===== src/rtl/abd_pkg.sv =====
// Package for the ambient backlight dimmer: sizes, codes, the queued item type
// and the duty saturation helper. No dependencies.
package abd_pkg;

    localparam int NUM_LEVELS = 8;
    localparam int DAY_LEVELS = 4;
    localparam int LEVEL_W    = $clog2(NUM_LEVELS);
    localparam int DUTY_W     = 7;
    localparam int LUX_W      = 16;

    localparam logic [DUTY_W-1:0] DUTY_MAX      = 7'd100;
    localparam logic [DUTY_W-1:0] DUTY_RESET    = 7'd50;
    localparam logic [DUTY_W-1:0] SLEW_RESET    = 7'd1;
    localparam logic [LUX_W-1:0]  INVALID_RESET = 16'hFFFF;
    localparam logic [LEVEL_W-1:0] LEVEL_TOP    = LEVEL_W'(NUM_LEVELS - 1);

    // configuration register indexes
    localparam logic [1:0] CFG_DEFAULT_DUTY = 2'd0;
    localparam logic [1:0] CFG_SLEW_STEP    = 2'd1;
    localparam logic [1:0] CFG_INVALID_LUX  = 2'd2;

    // input opcodes
    localparam logic OP_TICK  = 1'b0;
    localparam logic OP_TABLE = 1'b1;

    // item kinds after classification
    localparam logic [1:0] KIND_HOLD  = 2'd0;
    localparam logic [1:0] KIND_TICK  = 2'd1;
    localparam logic [1:0] KIND_WRITE = 2'd2;

    // table columns
    localparam logic [2:0] COL_THRESH = 3'd0;
    localparam logic [2:0] COL_LOW    = 3'd1;
    localparam logic [2:0] COL_MED    = 3'd2;
    localparam logic [2:0] COL_HIGH   = 3'd3;
    localparam logic [2:0] COL_AUTO   = 3'd4;

    // brightness choices
    localparam logic [1:0] CHOICE_AUTO = 2'd0;
    localparam logic [1:0] CHOICE_LOW  = 2'd1;
    localparam logic [1:0] CHOICE_MED  = 2'd2;
    localparam logic [1:0] CHOICE_HIGH = 2'd3;

    // ambient modes
    localparam logic [1:0] MODE_DAY   = 2'd0;
    localparam logic [1:0] MODE_NIGHT = 2'd1;

    localparam int FIFO_DEPTH = 2;
    localparam int FIFO_PTR_W = $clog2(FIFO_DEPTH);
    localparam int FIFO_CNT_W = $clog2(FIFO_DEPTH + 1);

    typedef struct packed {
        logic [1:0]         kind;
        logic [LUX_W-1:0]   lux;
        logic [1:0]         mode;
        logic [1:0]         choice;
        logic               welcome;
        logic [LEVEL_W-1:0] row;
        logic [2:0]         col;
        logic [LUX_W-1:0]   value;
    } item_t;

    function automatic logic [DUTY_W-1:0] sat_duty(input logic [LUX_W-1:0] v);
        logic [DUTY_W-1:0] r;
        begin
            r = (v > LUX_W'(DUTY_MAX)) ? DUTY_MAX : v[DUTY_W-1:0];
            return r;
        end
    endfunction

endpackage


===== src/rtl/abd_front.sv =====
// Front end: classifies an incoming item into hold, tick or table write and
// saturates table duties. Depends on abd_pkg.
module abd_front (
    input  logic                      opcode,
    input  logic [abd_pkg::LUX_W-1:0] lux,
    input  logic [1:0]                ambient_mode,
    input  logic [1:0]                brightness_choice,
    input  logic                      ignition_on,
    input  logic                      low_voltage_ok,
    input  logic                      high_voltage_ok,
    input  logic                      welcome_done,
    input  logic [2:0]                table_level,
    input  logic [2:0]                table_column,
    input  logic [abd_pkg::LUX_W-1:0] table_value,
    output abd_pkg::item_t            item
);

    logic row_ok;
    logic col_ok;
    logic power_ok;

    always_comb
    begin
        row_ok   = (32'(table_level) < abd_pkg::NUM_LEVELS);
        col_ok   = (table_column <= abd_pkg::COL_AUTO);
        power_ok = ignition_on & low_voltage_ok & high_voltage_ok;

        item.lux     = lux;
        item.mode    = ambient_mode;
        item.choice  = brightness_choice;
        item.welcome = welcome_done;
        item.row     = table_level[abd_pkg::LEVEL_W-1:0];
        item.col     = table_column;
        if (table_column == abd_pkg::COL_THRESH)
        begin
            item.value = table_value;
        end
        else
        begin
            item.value = abd_pkg::LUX_W'(abd_pkg::sat_duty(table_value));
        end

        if (opcode == abd_pkg::OP_TABLE)
        begin
            item.kind = (row_ok && col_ok) ? abd_pkg::KIND_WRITE : abd_pkg::KIND_HOLD;
        end
        else
        begin
            item.kind = power_ok ? abd_pkg::KIND_TICK : abd_pkg::KIND_HOLD;
        end
    end

endmodule


===== src/rtl/abd_fifo.sv =====
// Short queue between the front end and the back end.
// Depends on abd_pkg for the item type and depth.
module abd_fifo (
    input  logic           clk,
    input  logic           rst_n,
    input  logic           push,
    input  abd_pkg::item_t push_item,
    output logic           not_full,
    input  logic           pop,
    output logic           not_empty,
    output abd_pkg::item_t head
);

    abd_pkg::item_t                   mem [abd_pkg::FIFO_DEPTH];
    logic [abd_pkg::FIFO_PTR_W-1:0]   wr_ptr_reg;
    logic [abd_pkg::FIFO_PTR_W-1:0]   rd_ptr_reg;
    logic [abd_pkg::FIFO_CNT_W-1:0]   count_reg;
    logic [abd_pkg::FIFO_CNT_W-1:0]   count_next;
    logic                             do_push;
    logic                             do_pop;

    assign not_full  = (count_reg != abd_pkg::FIFO_CNT_W'(abd_pkg::FIFO_DEPTH));
    assign not_empty = (count_reg != '0);
    assign do_push   = push & not_full;
    assign do_pop    = pop & not_empty;
    assign head      = mem[rd_ptr_reg];

    always_comb
    begin
        count_next = count_reg;
        if (do_push && !do_pop)
        begin
            count_next = count_reg + 1'b1;
        end
        else if (!do_push && do_pop)
        begin
            count_next = count_reg - 1'b1;
        end
    end

    always_ff @(posedge clk)
    begin
        if (do_push)
        begin
            mem[wr_ptr_reg] <= push_item;
        end
    end

    always_ff @(posedge clk or negedge rst_n)
    begin
        if (!rst_n)
        begin
            wr_ptr_reg <= '0;
            rd_ptr_reg <= '0;
            count_reg  <= '0;
        end
        else
        begin
            count_reg <= count_next;
            if (do_push)
            begin
                wr_ptr_reg <= (32'(wr_ptr_reg) == abd_pkg::FIFO_DEPTH - 1)
                              ? '0 : wr_ptr_reg + 1'b1;
            end
            if (do_pop)
            begin
                rd_ptr_reg <= (32'(rd_ptr_reg) == abd_pkg::FIFO_DEPTH - 1)
                              ? '0 : rd_ptr_reg + 1'b1;
            end
        end
    end

endmodule


===== src/rtl/abd_back.sv =====
// Back end: configuration registers, level table, level/target/duty state,
// slew step and the output register. Depends on abd_pkg.
module abd_back (
    input  logic                        clk,
    input  logic                        rst_n,
    input  logic                        cfg_we,
    input  logic [1:0]                  cfg_index,
    input  logic [abd_pkg::LUX_W-1:0]   cfg_data,
    input  logic                        head_valid,
    input  abd_pkg::item_t              head,
    output logic                        pop,
    output logic                        out_valid,
    input  logic                        out_ready,
    output logic [abd_pkg::DUTY_W-1:0]  duty_out,
    output logic                        pwm_update,
    output logic [abd_pkg::DUTY_W-1:0]  target_duty,
    output logic [2:0]                  light_level
);

    logic [abd_pkg::DUTY_W-1:0]  default_duty_reg;
    logic [abd_pkg::DUTY_W-1:0]  slew_step_reg;
    logic [abd_pkg::LUX_W-1:0]   invalid_lux_reg;

    logic [abd_pkg::LUX_W-1:0]   thresh_reg [abd_pkg::NUM_LEVELS];
    logic [abd_pkg::DUTY_W-1:0]  low_reg    [abd_pkg::NUM_LEVELS];
    logic [abd_pkg::DUTY_W-1:0]  med_reg    [abd_pkg::NUM_LEVELS];
    logic [abd_pkg::DUTY_W-1:0]  high_reg   [abd_pkg::NUM_LEVELS];
    logic [abd_pkg::DUTY_W-1:0]  auto_reg   [abd_pkg::NUM_LEVELS];

    logic [abd_pkg::DUTY_W-1:0]  target_reg;
    logic [abd_pkg::DUTY_W-1:0]  target_next;
    logic [abd_pkg::DUTY_W-1:0]  duty_reg;
    logic [abd_pkg::DUTY_W-1:0]  duty_next;
    logic [abd_pkg::LEVEL_W-1:0] level_reg;
    logic [abd_pkg::LEVEL_W-1:0] level_next;
    logic                        pending_reg;
    logic                        pending_next;
    logic                        pulse;

    logic                        out_valid_reg;
    logic [abd_pkg::DUTY_W-1:0]  duty_out_reg;
    logic                        pwm_update_reg;
    logic [abd_pkg::DUTY_W-1:0]  target_out_reg;
    logic [abd_pkg::LEVEL_W-1:0] level_out_reg;

    logic                        day_hit;
    logic [abd_pkg::LEVEL_W-1:0] day_idx;
    logic                        night_hit;
    logic [abd_pkg::LEVEL_W-1:0] night_idx;
    logic                        pick;
    logic [abd_pkg::DUTY_W-1:0]  picked;
    logic [abd_pkg::DUTY_W-1:0]  slew;
    logic [abd_pkg::DUTY_W-1:0]  gap;
    logic [abd_pkg::DUTY_W-1:0]  step;
    logic                        take;

    assign take      = head_valid & (~out_valid_reg | out_ready);
    assign pop       = take;
    assign out_valid = out_valid_reg;
    assign duty_out  = duty_out_reg;
    assign pwm_update  = pwm_update_reg;
    assign target_duty = target_out_reg;
    assign light_level = 3'(level_out_reg);

    // first match wins: day scans upward, night scans downward
    always_comb
    begin
        day_hit   = 1'b0;
        day_idx   = '0;
        night_hit = 1'b0;
        night_idx = '0;
        for (int i = abd_pkg::DAY_LEVELS - 1; i >= 0; i--)
        begin
            if (head.lux >= thresh_reg[i])
            begin
                day_hit = 1'b1;
                day_idx = abd_pkg::LEVEL_W'(i);
            end
        end
        for (int i = abd_pkg::DAY_LEVELS; i < abd_pkg::NUM_LEVELS; i++)
        begin
            if (head.lux <= thresh_reg[i])
            begin
                night_hit = 1'b1;
                night_idx = abd_pkg::LEVEL_W'(i);
            end
        end
    end

    always_comb
    begin
        level_next  = level_reg;
        target_next = target_reg;
        pick        = 1'b0;
        if (!head.welcome)
        begin
            target_next = abd_pkg::sat_duty(abd_pkg::LUX_W'(default_duty_reg));
        end
        else if (head.lux == invalid_lux_reg)
        begin
            level_next = abd_pkg::LEVEL_TOP;
            pick       = 1'b1;
        end
        else if (head.mode == abd_pkg::MODE_DAY && day_hit)
        begin
            level_next = day_idx;
            pick       = 1'b1;
        end
        else if (head.mode == abd_pkg::MODE_NIGHT && night_hit)
        begin
            level_next = night_idx;
            pick       = 1'b1;
        end

        case (head.choice)
            abd_pkg::CHOICE_AUTO: picked = auto_reg[level_next];
            abd_pkg::CHOICE_LOW:  picked = low_reg[level_next];
            abd_pkg::CHOICE_HIGH: picked = high_reg[level_next];
            default:              picked = med_reg[level_next];
        endcase
        if (pick)
        begin
            target_next = picked;
        end

        // slew toward target without overshoot
        slew = (slew_step_reg == '0) ? abd_pkg::DUTY_W'(1) : slew_step_reg;
        gap  = (target_next > duty_reg) ? target_next - duty_reg : duty_reg - target_next;
        step = (slew < gap) ? slew : gap;
        if (target_next > duty_reg)
        begin
            duty_next = duty_reg + step;
        end
        else
        begin
            duty_next = duty_reg - step;
        end
        pulse        = pending_reg | (target_next != duty_reg);
        pending_next = 1'b0;
    end

    always_ff @(posedge clk or negedge rst_n)
    begin
        if (!rst_n)
        begin
            default_duty_reg <= abd_pkg::DUTY_RESET;
            slew_step_reg    <= abd_pkg::SLEW_RESET;
            invalid_lux_reg  <= abd_pkg::INVALID_RESET;
        end
        else if (cfg_we)
        begin
            case (cfg_index)
                abd_pkg::CFG_DEFAULT_DUTY: default_duty_reg <= cfg_data[abd_pkg::DUTY_W-1:0];
                abd_pkg::CFG_SLEW_STEP:    slew_step_reg    <= cfg_data[abd_pkg::DUTY_W-1:0];
                abd_pkg::CFG_INVALID_LUX:  invalid_lux_reg  <= cfg_data;
                default:                   ;
            endcase
        end
    end

    always_ff @(posedge clk or negedge rst_n)
    begin
        if (!rst_n)
        begin
            for (int i = 0; i < abd_pkg::NUM_LEVELS; i++)
            begin
                thresh_reg[i] <= '0;
                low_reg[i]    <= '0;
                med_reg[i]    <= '0;
                high_reg[i]   <= '0;
                auto_reg[i]   <= '0;
            end
            target_reg  <= abd_pkg::DUTY_RESET;
            duty_reg    <= abd_pkg::DUTY_RESET;
            level_reg   <= '0;
            pending_reg <= 1'b1;
        end
        else if (take)
        begin
            case (head.kind)
                abd_pkg::KIND_WRITE:
                begin
                    case (head.col)
                        abd_pkg::COL_THRESH: thresh_reg[head.row] <= head.value;
                        abd_pkg::COL_LOW:  low_reg[head.row]  <= head.value[abd_pkg::DUTY_W-1:0];
                        abd_pkg::COL_MED:  med_reg[head.row]  <= head.value[abd_pkg::DUTY_W-1:0];
                        abd_pkg::COL_HIGH: high_reg[head.row] <= head.value[abd_pkg::DUTY_W-1:0];
                        abd_pkg::COL_AUTO: auto_reg[head.row] <= head.value[abd_pkg::DUTY_W-1:0];
                        default:           ;
                    endcase
                end
                abd_pkg::KIND_TICK:
                begin
                    target_reg  <= target_next;
                    duty_reg    <= duty_next;
                    level_reg   <= level_next;
                    pending_reg <= pending_next;
                end
                default: ;
            endcase
        end
    end

    always_ff @(posedge clk or negedge rst_n)
    begin
        if (!rst_n)
        begin
            out_valid_reg <= 1'b0;
        end
        else if (take)
        begin
            out_valid_reg <= 1'b1;
        end
        else if (out_ready)
        begin
            out_valid_reg <= 1'b0;
        end
    end

    always_ff @(posedge clk)
    begin
        if (take)
        begin
            if (head.kind == abd_pkg::KIND_TICK)
            begin
                duty_out_reg   <= duty_next;
                pwm_update_reg <= pulse;
                target_out_reg <= target_next;
                level_out_reg  <= level_next;
            end
            else
            begin
                duty_out_reg   <= duty_reg;
                pwm_update_reg <= 1'b0;
                target_out_reg <= target_reg;
                level_out_reg  <= level_reg;
            end
        end
    end

endmodule


===== src/rtl/ambient_backlight_dimmer_core.sv =====
// Ambient backlight dimmer top level: front end, two-entry queue, back end.
// Depends on abd_pkg, abd_front, abd_fifo, abd_back.
// Path: queue entry, then back-end execute from the queue head into the output
// register. Throughput: one item per cycle; output stalls fill the queue.
// Reset (rst_n low, asynchronous): queue and output empty, table zero, duty and
// target 50, level 0, update pending set, registers at defaults.
module ambient_backlight_dimmer_core (
    input  logic        clk,
    input  logic        rst_n,
    input  logic        cfg_we,
    input  logic [1:0]  cfg_index,
    input  logic [15:0] cfg_data,
    input  logic        in_valid,
    output logic        in_ready,
    input  logic        opcode,
    input  logic [15:0] lux,
    input  logic [1:0]  ambient_mode,
    input  logic [1:0]  brightness_choice,
    input  logic        ignition_on,
    input  logic        low_voltage_ok,
    input  logic        high_voltage_ok,
    input  logic        welcome_done,
    input  logic [2:0]  table_level,
    input  logic [2:0]  table_column,
    input  logic [15:0] table_value,
    output logic        out_valid,
    input  logic        out_ready,
    output logic [6:0]  duty_out,
    output logic        pwm_update,
    output logic [6:0]  target_duty,
    output logic [2:0]  light_level
);

    abd_pkg::item_t in_item;
    abd_pkg::item_t head;
    logic           head_valid;
    logic           pop;

    abd_front u_front (
        .opcode            (opcode),
        .lux               (lux),
        .ambient_mode      (ambient_mode),
        .brightness_choice (brightness_choice),
        .ignition_on       (ignition_on),
        .low_voltage_ok    (low_voltage_ok),
        .high_voltage_ok   (high_voltage_ok),
        .welcome_done      (welcome_done),
        .table_level       (table_level),
        .table_column      (table_column),
        .table_value       (table_value),
        .item              (in_item)
    );

    abd_fifo u_fifo (
        .clk       (clk),
        .rst_n     (rst_n),
        .push      (in_valid),
        .push_item (in_item),
        .not_full  (in_ready),
        .pop       (pop),
        .not_empty (head_valid),
        .head      (head)
    );

    abd_back u_back (
        .clk         (clk),
        .rst_n       (rst_n),
        .cfg_we      (cfg_we),
        .cfg_index   (cfg_index),
        .cfg_data    (cfg_data),
        .head_valid  (head_valid),
        .head        (head),
        .pop         (pop),
        .out_valid   (out_valid),
        .out_ready   (out_ready),
        .duty_out    (duty_out),
        .pwm_update  (pwm_update),
        .target_duty (target_duty),
        .light_level (light_level)
    );

endmodule


===== config.mk =====
export PLATFORM = sky130hd
export DESIGN_NAME = ambient_backlight_dimmer_core
export DESIGN_NICKNAME = d
export VERILOG_FILES = /design/src/rtl/abd_pkg.sv /design/src/rtl/abd_front.sv /design/src/rtl/abd_fifo.sv /design/src/rtl/abd_back.sv /design/src/rtl/ambient_backlight_dimmer_core.sv
export SDC_FILE = /design/constraint.sdc
export NUM_CORES = 1
export LEC_CHECK = 0
export ABC_AREA = 1
export BUFFER_PORTS_ARGS = -buffer_cell sky130_fd_sc_hd__buf_2
export CAP_MARGIN = 0
export CORE_UTILIZATION = 30
export DETAILED_ROUTE_END_ITERATION = 6
export GPL_TIMING_DRIVEN = 0
export PLACE_DENSITY_LB_ADDON = 0.08
export REMOVE_ABC_BUFFERS = 1
export SYNTH_ARGS = -nofsm -noshare
export SYNTH_HDL_FRONTEND = slang
export SYNTH_SLANG_ARGS = --single-unit
export TNS_END_PERCENT = 20

===== constraint.sdc =====
create_clock -name clk -period 8.9 [get_ports clk]
set_input_delay 0.445 -clock clk [delete_from_list [all_inputs] [get_ports clk]]
set_output_delay 0.445 -clock clk [all_outputs]
set_load 0.02 [all_outputs]

### Word-level counts from Yosys, hierarchy flattened

Memory sizes are Yosys's and may differ from the RTL's.
Index checks and enable logic that the tools add are counted.

| storage, ports and cells | value |
|---|---|
| output and inout port bits | 20 |
| RAM bits | 90 |
| memories kept | 1 |
| register bits after elaboration | 423 |
| logic and storage cells | 198 |

Memory list:

| memory | depth | bits a word | read ports | clocked after Yosys merged registers in | wr ports | line | source |
|---|---|---|---|---|---|---|---|
| u_fifo.mem | 2 | 45 | 1 | 0 | 1 | abd_fifo.sv:14 | `abd_pkg::item_t mem [abd_pkg::FIFO_DEPTH];` |

| cells by class | value |
|---|---|
| reductions and logical operators | 25 |
| mux-type cells | 69 |
| $add $sub $neg | 8 |
| eq/ne operators | 14 |
| bitwise gates (word level) | 10 |
| order comparisons | 16 |

Operator list:

| operator | number |
|---|---|
| 56-bit bitwise mux | 4 |
| 7-bit two-way mux | 19 |
| 128-bit bitwise mux | 1 |
| 7-bit binary-select mux with 3-bit select | 4 |
| 16-bit greater-or-equal comparator | 4 |
| 16-bit <= comparator | 4 |
| 16-bit demux with 3-bit select | 1 |
| 3-bit two-way mux | 12 |
| 16-bit two-way mux | 2 |
| 7-bit demux with 3-bit select | 1 |
| 7-bit one-hot mux with 3 select lines | 1 |
| 7-bit subtractor | 3 |
| 1-bit two-way mux | 19 |
| 16-bit equality test | 1 |
| 16-bit by 7-bit greater-than comparator with 1-bit output, second input constant | 1 |
| 3-bit AND reduction | 5 |
| 2-bit two-way mux | 5 |
| 2-bit by 1-bit equality test with 1-bit output, second input constant | 4 |
| 4-bit greater-or-equal comparator, second input constant | 2 |
| 3-bit inverter with 4-bit output | 2 |
| 2-bit AND reduction | 4 |
| 7-bit adder | 1 |
| 7-bit greater-than comparator | 1 |
| 7-bit greater-than comparator, second input constant | 1 |
| 21 further kinds | 40 |

### Depth between registers and ports, before layout

An unclocked memory read counts as a cell.

| depth | value |
|---|---|
| depth in word-level cells | 24 |
| gate-level depth with buffers | 70 |

### Cells and area by module

A second synthesis with hierarchy kept.

| unflattened totals | value |
|---|---|
| cells, all modules | 3283 |
| area, all modules | 27091.0 um2 |

Modules (own cells, without submodules):

| module | cells an instance | times used | area each (um2) |
|---|---|---|---|
| abd_back | 2930 | 1 | 23070.9 |
| abd_fifo | 263 | 1 | 3545.9 |
| abd_front | 90 | 1 | 474.2 |

### Worst setup path after synthesis

No wires, ideal clock.

| timing path | value |
|---|---|
| path type | register to register |
| start point | register u_fifo.rd_ptr_reg |
| end point | register u_back.duty_out_reg (netlist bit u_back.duty_out[6]) (data pin) |
| slack | 804 ps |
| period minus slack after synthesis | 8096 ps |
| data arrival time | 7838 ps |
| stages on the path, launching flop included | 58 |
| path buffers | 4 |
| setup time | 258 ps |
| path through | dfrtp_1 buf_2 o21ai_0 ha_1 inv_1 nand2_1 nand2_1 nand2_1 nand2_1 nand2_1 nand2_1 nand2_1 nand3_1 nor2_1 nand2_1 nand2_1 nor2_1 nor2_1 (+22 left out) nor2_1 a211oi_1 nand2_2 nand2_1 o21ai_0 ha_1 o21ai_0 fa_1 nand3_1 nand2_1 a21oi_1 inv_1 a21oi_1 nand3b_1 nand2_1 nand3b_1 nand4_1 nand2_1 |

| on the way | value |
|---|---|
| longest elaborated chain between the ends | 24 |
| elaborated cells between the ends (all ways) | 68 |
| classes of those cells | add/sub (4); order compare (10); eq/ne (5); mux (43); bitwise (1); reduce/logical (4); memory (1) |

RTL lines:

| item | line | source |
|---|---|---|
| from (decl) | abd_fifo.sv:16 | `logic [abd_pkg::FIFO_PTR_W-1:0] rd_ptr_reg;` |
| from (signal assigned) | abd_fifo.sv:67 | `rd_ptr_reg <= (32'(rd_ptr_reg) == abd_pkg::FIFO_DEPTH - 1)` |
| memory 2 x 45 bit (*) | -- |  |
| 16-bit <= comparator | abd_back.sv:82 | `if (head.lux <= thresh_reg[i])` |
| 1-bit two-way mux (4 in a row) | abd_back.sv:82 |  |
| 1-bit logical AND | abd_back.sv:109 | `else if (head.mode == abd_pkg::MODE_NIGHT && night_hit)` |
| 3-bit two-way mux | abd_back.sv:109 |  |
| 3-bit two-way mux | abd_back.sv:104 | `else if (head.mode == abd_pkg::MODE_DAY && day_hit)` |
| 3-bit two-way mux | abd_back.sv:99 | `else if (head.lux == invalid_lux_reg)` |
| 3-bit two-way mux | abd_back.sv:95 | `if (!head.welcome)` |
| (+5 left out) | -- |  |
| 7-bit two-way mux | abd_back.sv:121 | `if (pick)` |
| 7-bit subtractor / 7-bit greater-than comparator (equally long branches) | abd_back.sv:128, abd_back.sv:130 |  |
| 7-bit two-way mux | abd_back.sv:128 | `gap = (target_next > duty_reg) ? target_next - duty_reg : duty_reg - target_next;` |
| 7-bit < comparator | abd_back.sv:129 | `step = (slew < gap) ? slew : gap;` |
| 7-bit two-way mux | abd_back.sv:129 |  |
| 7-bit subtractor / 7-bit adder (equally long branches) | abd_back.sv:136, abd_back.sv:132 |  |
| 7-bit two-way mux | abd_back.sv:130 | `if (target_next > duty_reg)` |
| 7-bit two-way mux (*) | abd_back.sv:224 | `if (head.kind == abd_pkg::KIND_TICK)` |
| to (signal assigned) | abd_back.sv:226 | `duty_out_reg <= duty_next;` |
| to (signal assigned) | abd_back.sv:233 | `duty_out_reg <= duty_reg;` |
| to (decl) | abd_back.sv:41 | `logic [abd_pkg::DUTY_W-1:0] duty_out_reg;` |

Mark *: on every way between the ends. The rest lies on a longest branch, timed or not. The select of a mux whose other input is x is not followed.
A chain may end at the register's enable or synchronous reset.

### Worst setup path in the final report

Ends and elaborated chain as after synthesis.

==> results.json <==
{
  "tritoncts.num_buffers": 60,
  "worst_r2r_path_depth": 58,
  "timing.clock.skew_ns": 0.0250,
  "drc": 0,
  "num_rows": 108,
  "timing.setup.critical_path_class": "flip-flop to flip-flop",
  "globalRoute.totalOverflow": 0,
  "area.growth.synth_to_final_pct": 27.3,
  "worst_path_largest_cell_delay_ns": 0.52,
  "ys.flop_type": "dfrtp_1",
  "detail_route.first_pass.iterations": 6,
  "worst_hold_path_type": "input pin to flip-flop",
  "syn-instance-count": 3193,
  "mean_post_synth_cell_area_sq_um": 8.33,
  "antenna_cells": 0,
  "num-fill-cells": 8830,
  "final.setup.tns_ns": 0,
  "worst-r2r-setup-slack_ns": 0.28,
  "timing.fmax_ghz": 0.116,
  "yosysWarningCount": 0,
  "fp.dieArea_sq_um": 89900,
  "run_status": "complete, no violations",
  "synth.ff_latch_count": 513,
  "worstMarginPinSlew_ns": 1.26,
  "async_reset_ff_share_pct": 78.9,
  "grt_setup_unrepaired": "true",
  "cts_root_buffer": "clkbuf_16",
  "grt_antenna_before_repair": 1,
  "startpoint_type": "flip-flop",
  "post_drt_wl_per_cell_um": 19.4,
  "mappedNetlistArea_sq_um": 26600,
  "vias_in_the_first_global_route": 21400,
  "worst_hold_path_startpoint": "table_value[2]",
  "slew_headroom_pct": 15.7,
  "worst_setup_path_end_kind": "flip-flop",
  "globalplace.congestion": 0.800,
  "die_width_um": 300,
  "hold_viol": 0,
  "max_cap_viol_count": 0,
  "min_period_over_period_pct": 96.9,
  "globalRouteTotalUtil_pct": 19.4,
  "core_area_sq_um": 87300,
  "worstPathArrival_ns": 9.00,
  "grt_first_pass_wirelength_mm": 132,
  "clock_latency_ns": 0.66,
  "drive_gt1_share_pct": 18.1,
  "cp_slowest_cell": "dfrtp_4",
  "final_max_slew_viol_count": 0,
  "ys_types": 46,
  "viasPerCell": 4.80,
  "grt_start_max_net_pins": 115,
  "antenna_left": 0,
  "finish.instance_area_sq_um": 33900,
  "route.final.wire_length_mm": 89.2,
  "dp_cells": 4308,
  "worst_path_most_repeated_cell": "nand2_4",
  "die_h_um": 300,
  "synth_enable_flop_cells": 108,
  "finish.cell_count_without_fillers": 4597,
  "cts-htree-levels": 2,
  "setup_viol": 0,
  "timing.final.crit_period_ns": 8.62,
  "cts_num_sinks": 513,
  "placed_cell_area_sq_um": 28500,
  "worstHoldPathCells": 2,
  "critPathRequiredTime_ns": 9.28,
  "layout.nets": 3618,
  "clk_path_buf_depth": 3,
  "boundaryPins": 90,
  "start_point_of_the_critical_path": "u_fifo.rd_ptr_reg$_DFFE_PN0P_",
  "post-route-util_pct": 38.8,
  "seq_total_area_yosys_pct": 50.4,
  "path_max_fanout": 6,
  "port_buffers": 89,
  "via_count": 22100,
  "regToRegEndpoint": "u_back.duty_out[6]$_DFFE_PP_",
  "largest_reg_flops": 128,
  "hpwlAfterDp_mm": 53.4,
  "detail_route.iter0.violations": 1513,
  "start_util_pct": 30.5,
  "reg_to_reg_startpoint": "u_fifo.rd_ptr_reg$_DFFE_PN0P_",
  "tritoncts_clock_tree": "done",
  "worst_path_clk_slew_ns": 0.06,
  "hold_path_end": "u_fifo.mem[1][2]$_DFFE_PP_"
}
-- cells in the mapped netlist (11+ instances only) --
master    count  area (sq um)
nand3_1     282          1410
ha_1        155          1940
inv_1       341          1280
clkinv_1     12          45.0
o21ai_1      12          60.1
nand2_1     941          3530
or2_2        13          81.3
nand4_1      11          68.8
dfstp_2      27           709
clkbuf_1    113           424
edfxtp_1    108          3240
mux2i_1      11           110
a21oi_1      76           380
xor2_1       22           193
o21ai_0     430          2150
nor2_1      111           417
buf_2        28           140
dfrtp_1     378          9460
nand3b_1     34           255
-- critical path, delay by kind of cell, from the launching register on --
family	cells	cell delay, ns
AO/OA/AOI/OAI	6	1.06
XOR/XNOR	2	0.38
adder cells (fa/ha/maj)	4	1.14
buffers and inverters	7	0.92
flip-flops	1	0.52
AND/OR/NAND/NOR	39	4.27
-- final cells by class --
class	instances	area, sq um	area share (%)
clock buffer	86	1670	4.93
clock inverter	28	347	1.02
inverter	358	1390	4.11
multi-input combinational	2192	12900	38.2
sequential	513	13400	39.6
tap	1155	1450	4.27
timing repair buffer	263	2650	7.82
timing repair inverter	2	16.3	0.0480
-- repair_timing --
action                                  4_1_cts  5_1_grt
hold buffers                                 38        0
hold endpoints to repair                    155        0
cloned                                       20       13
endpoints found under the setup margin       14       12
resized for setup                           127      218
setup buffers                                54       50
pin swaps                                    23      115
-- logic make-up (layout without fill, tap and decap cells) --
logic type | Yosys count | after routing | share of synthesized area (%)
AO/OA/AOI/OAI | 547 | 547 | 10.6
XOR/XNOR | 31 | 31 | 1.02
adder cells (fa/ha/maj) | 158 | 158 | 7.51
buffers and inverters | 509 | 737 | 7.44
flip-flops | 513 | 513 | 50.4
multiplexers | 20 | 20 | 0.795
AND/OR/NAND/NOR | 1415 | 1436 | 22.2
-- routing by layer --
layer	vias to the layer above	global-route usage (%)	share of wire, %
met1	10600	26.6	46
met3	140	2.44	4.3
met2	479	31.9	47
li1	10800	-	-
met4	0	5.60	2.9
met5	-	0	0
-- through the flow --
stage / setup WS, ns / hold slack (ns)
global placement: -8.05 / 0.441
finish: 0.280 / 0.101
CTS: 0.00291 / 0.0500
detailed placement: -4.34 / 0.437
floorplan: -1.53 / 0.149
global route: -0.124 / 0.0736
-- layout by cell type, fill, tap and decap left out, drive strengths merged, types with 92 or more instances in the layout --
cell / count
edfxtp: 108
buf: 217
nor2: 112
nand3: 282
inv: 347
ha: 155
clkbuf: 92
dfrtp: 378
o21ai: 443
nand2: 965
-- worst max path at each step --
stage,endpoint,slack [ns],depth (start not counted)
4_1_cts,u_back.duty_out[6]$_DFFE_PP_,0.003,56
3_3_place_gp,u_back.duty_reg[6]$_DFFE_PN0P_,-8.05,57
2_1_floorplan,u_back.duty_out[6]$_DFFE_PP_,-1.53,55
6_report,u_back.duty_out[6]$_DFFE_PP_,0.28,58
5_1_grt,u_back.duty_reg[6]$_DFFE_PN0P_,-0.12,61
3_5_place_dp,u_back.duty_out[6]$_DFFE_PP_,-4.34,55
Power is left out: the tool's default activity adds up to more than one toggle a clock period on the data nets, which glitch-free logic cannot reach.
